File: src/hdl/tsh_pkg.sv
// Shared constants for the timestamped state history.
package tsh_pkg;

  // Width of a record stamp and of a query stamp
  localparam int unsigned STAMP_WIDTH = 63;

endpackage

File: src/hdl/tsh_ram.sv
// Record store: one synchronous memory of (stamp, value) records with a registered read.
module tsh_ram #(
  parameter int unsigned DEPTH       = 64,
  parameter int unsigned VALUE_WIDTH = 8,
  parameter int unsigned AW          = 6
) (
  input  logic                            clk,
  input  logic                            wr_en,
  input  logic [AW-1:0]                   wr_addr,
  input  logic [tsh_pkg::STAMP_WIDTH-1:0] wr_stamp,
  input  logic [VALUE_WIDTH-1:0]          wr_value,
  input  logic                            rd_en,
  input  logic [AW-1:0]                   rd_addr,
  output logic [tsh_pkg::STAMP_WIDTH-1:0] rd_stamp,
  output logic [VALUE_WIDTH-1:0]          rd_value
);
  import tsh_pkg::*;

  localparam int unsigned RW = STAMP_WIDTH + VALUE_WIDTH;

  logic [RW-1:0] mem [DEPTH];
  logic [RW-1:0] rd_data;

  // Write a record
  always_ff @(posedge clk) begin
    if (wr_en) begin
      mem[wr_addr] <= {wr_stamp, wr_value};
    end
  end

  // Register the read data
  always_ff @(posedge clk) begin
    if (rd_en) begin
      rd_data <= mem[rd_addr];
    end
  end

  assign rd_stamp = rd_data[RW-1:VALUE_WIDTH];
  assign rd_value = rd_data[VALUE_WIDTH-1:0];

endmodule

File: config.mk
export PLATFORM = sky130hd
export DESIGN_NAME = tsh_ram
export DESIGN_NICKNAME = d
export VERILOG_FILES = /design/src/hdl/tsh_pkg.sv /design/src/hdl/tsh_ram.sv
export SDC_FILE = /design/constraint.sdc
export NUM_CORES = 2
export LEC_CHECK = 0
export ABC_CLOCK_PERIOD_IN_PS = 6910
export BUFFER_PORTS_ARGS = -buffer_cell sky130_fd_sc_hd__buf_2
export CELL_PAD_IN_SITES_DETAIL_PLACEMENT = 1
export CELL_PAD_IN_SITES_GLOBAL_PLACEMENT = 2
export CORE_AREA = 2 2 935 471
export DETAILED_ROUTE_END_ITERATION = 16
export DIE_AREA = 0 0 937 473
export GPL_TIMING_DRIVEN = 1
export PLACE_DENSITY_LB_ADDON = 0.15
export SYNTH_ARGS = -nofsm -noshare
export SYNTH_HDL_FRONTEND = slang
export SYNTH_MEMORY_MAX_BITS = 65536
export SYNTH_SLANG_ARGS = --single-unit
export TNS_END_PERCENT = 1
File: constraint.sdc
create_clock -name clk -period 6.91 [get_ports clk]
set_input_delay 1.382 -clock clk [delete_from_list [all_inputs] [get_ports clk]]
set_output_delay 1.382 -clock clk [all_outputs]
set_load 0.03 [all_outputs]
==> metrics.yaml <==
sta:
  max_slew_margin: 0.0626
  rsz0062_at_grt: "false"
  finalHoldViolations: 0
  fin_crit_sh: 0.545
  tightest_slew_ns: 1.41
  setup_viol: 0
  finalClockSkew_ns: 0.0567
  maxSlewViolCount: 0
  max_freq_ghz: 0.266
  period_needed_ns: 3.76
layout:
  drive_above_1_share: 0.281
  fin_nets: 7769
  final_common_cell: "edfxtp_1"
  fin_area_mm2: 0.197
  fin_cells: 13900
  area_growth_pct: 13.4
  final_cell_mix: "edfxtp_1 (4615), mux4_2 (1136), clkbuf_16 (422)"
worst_hold_path:
  min_path_type: "input port to flip-flop"
detailed_routing:
  final_antenna_net_count: 0
  dr_total_vias: 88300
  drt_wl_total_um: 615000
  routedWlPerCell_um: 44.4
  dr.pass1.iters: 5
  viasPerCell: 6.37
  drtIter0Drc: 14700
  drc: 0
grt:
  grt_pass1_vias: 86400
  gr-total-overflow: 0
  grt_util_all_layers: 0.275
  grt_max_degree: 110
  grt_first_pass_wirelength_um: 816000
  antenna_found_initial: 79
cts:
  clk_path_buf_depth: 4
  cts.sinks: 4615
  cts_tree: "yes"
  cts_hold_buf: 0
  ctsResizeCount: 0
  htreeDepth: 5
  post_cts_buffers: 0
  clk_pin_slew_ns: 0.06
  clk_latency_ns: 0.99
  cts_buffers: 413
  clockRootBuffer: "clkbuf_16"
worst_setup_path:
  worst_ep_required_time_ns: 7.73
  worstPathArrival_ns: 4.58
  startpoint: "rd_addr[0]"
  critPathLaunchType: "input port"
  path_class: "input port to flip-flop"
  crit_fanout: 78
  r2r-end: "rd_data[38]"
  regToRegStartpoint: "mem[49][38]"
  ff2ff_setup_slack_ns: 4.51
  crit_end: "rd_data[62]"
  r2r_cells: 4
  end_kind: "flip-flop"
yosys:
  synthCells: 7207
  yosys_most_used_dff: "edfxtp_1"
  async_flop_share: 0
  avgSynthCellArea_um2: 24.1
  ys_seq_elements: 4615
  synthDistinctLibCells: 29
  synth_area_mm2: 0.173
  syn_nets: 7293
  synth-edff-count: 4615
  synth.yosys.seq_area_share: 0.799
  yosys_warnings: 0
placed_design:
  io_buffers: 156
  place.gp.congestion: 0.773
  place_inst: 13100
  dp_hpwl_um: 331000
  placed_area_mm2: 0.184
die:
  core-area_mm2: 0.436
  ios: 157
  die-height_um: 473
  dieArea_mm2: 0.443
  die_width_um: 937
  start_util: 0.398
  num_rows: 172
pwr:
  ir_drop_mv: 0.221
  p_leak_nw: 60.2
  power_density_mw_per_mm2: 290
run:
  cap_violations: 0
status:
  status: "finished clean"
## Yosys cell counts (2+ instances only)
cell,count,area share
a211oi_1,70,0.0030
a22oi_1,284,0.012
and2_1,2,0.000072
buf_1,45,0.00097
buf_2,152,0.0044
buf_4,48,0.0021
buf_6,4,0.00026
clkbuf_1,165,0.0036
edfxtp_1,4615,0.80
mux2i_1,114,0.0066
mux4_2,1136,0.15
nand2_1,8,0.00017
nand2b_1,9,0.00032
nand3_1,125,0.0036
nand3b_1,27,0.0012
nand4_1,2,0.000072
nor2_1,116,0.0025
nor2b_1,9,0.00032
nor3_1,2,0.000058
o211a_1,71,0.0041
o221ai_1,50,0.0025
o22ai_1,141,0.0051
or2_2,2,0.000072
or3_1,3,0.00011
or3b_1,2,0.00010
or3b_2,2,0.00010
## cell families after synthesis
family	after synthesis	share of synthesized area
mux	1250	0.154
flops	4615	0.799
compound gates	617	0.0271
buf+inv	414	0.0113
simple gates	311	0.00878
## worst min-delay path by stage
stage	startpoint	end	slack, ns	depth (start not counted)
final	wr_stamp[28]	mem[45][36]	0.91	1
after floorplan	mem[46][3]	rd_data[3]	0.86	4
after detailed placement	mem[6][4]	rd_data[4]	0.91	4
after global routing	wr_stamp[28]	mem[45][36]	0.84	1
after global placement	mem[15][61]	rd_data[61]	0.90	4
after CTS	mem[15][61]	rd_data[61]	0.92	4
## metal layers
metal	part of all wire	up-vias	GRT usage
met2	0.42	5142	0.384
li1	-	32400	-
met5	0.00022	-	0
met1	0.45	50000	0.441
met3	0.11	697	0.0636
met4	0.021	22	0.0520
## flip-flops by register name, summed over array words and instances, names as in the netlist
name,count
mem,4544
rd_data,71
## layout make-up
class	instances	area (um^2)
Multi-Input combinational cell	2178	33500
Antenna cell	34	85.1
Clock buffer	498	10800
Fill cell	38800	239000
Timing Repair Buffer	475	4520
Tap cell	5829	7290
Sequential cell	4615	139000
Clock inverter	230	1930
## metrics by stage
step	total power (W)	util	worst slack, ns	setup TNS (ns)	hold slack, ns
floorplan	0.0332	-	-0.394	-27.98	0.856
global placement	0.0347	0.422	2.13	0	0.895
detailed placement	0.0348	0.422	2.10	0	0.909
CTS	0.0573	0.451	3.13	0	0.916
global route	0.0585	0.451	2.93	0	0.841
finish	0.0570	0.451	3.15	0	0.907
## critical path, stage by stage
cell	delay [ns]
buf_12	0.58
buf_12	0.32
buf_4	0.43
mux4_2	0.31
mux2i_1	0.07
a211oi_1	1.06
o211a_1	0.24
## where the power goes
| group | leakage [nW] | internal (W) | switching (W) |
|---|---|---|---|
| clock network | 6.24 | 0.0123 | 0.0105 |
| logic | 12.4 | 0.000976 | 0.00202 |
| registers | 41.6 | 0.0311 | 0.000136 |
| total | 60.2 | 0.0443 | 0.0127 |
Note: power is estimated with default switching activity, not from simulation.
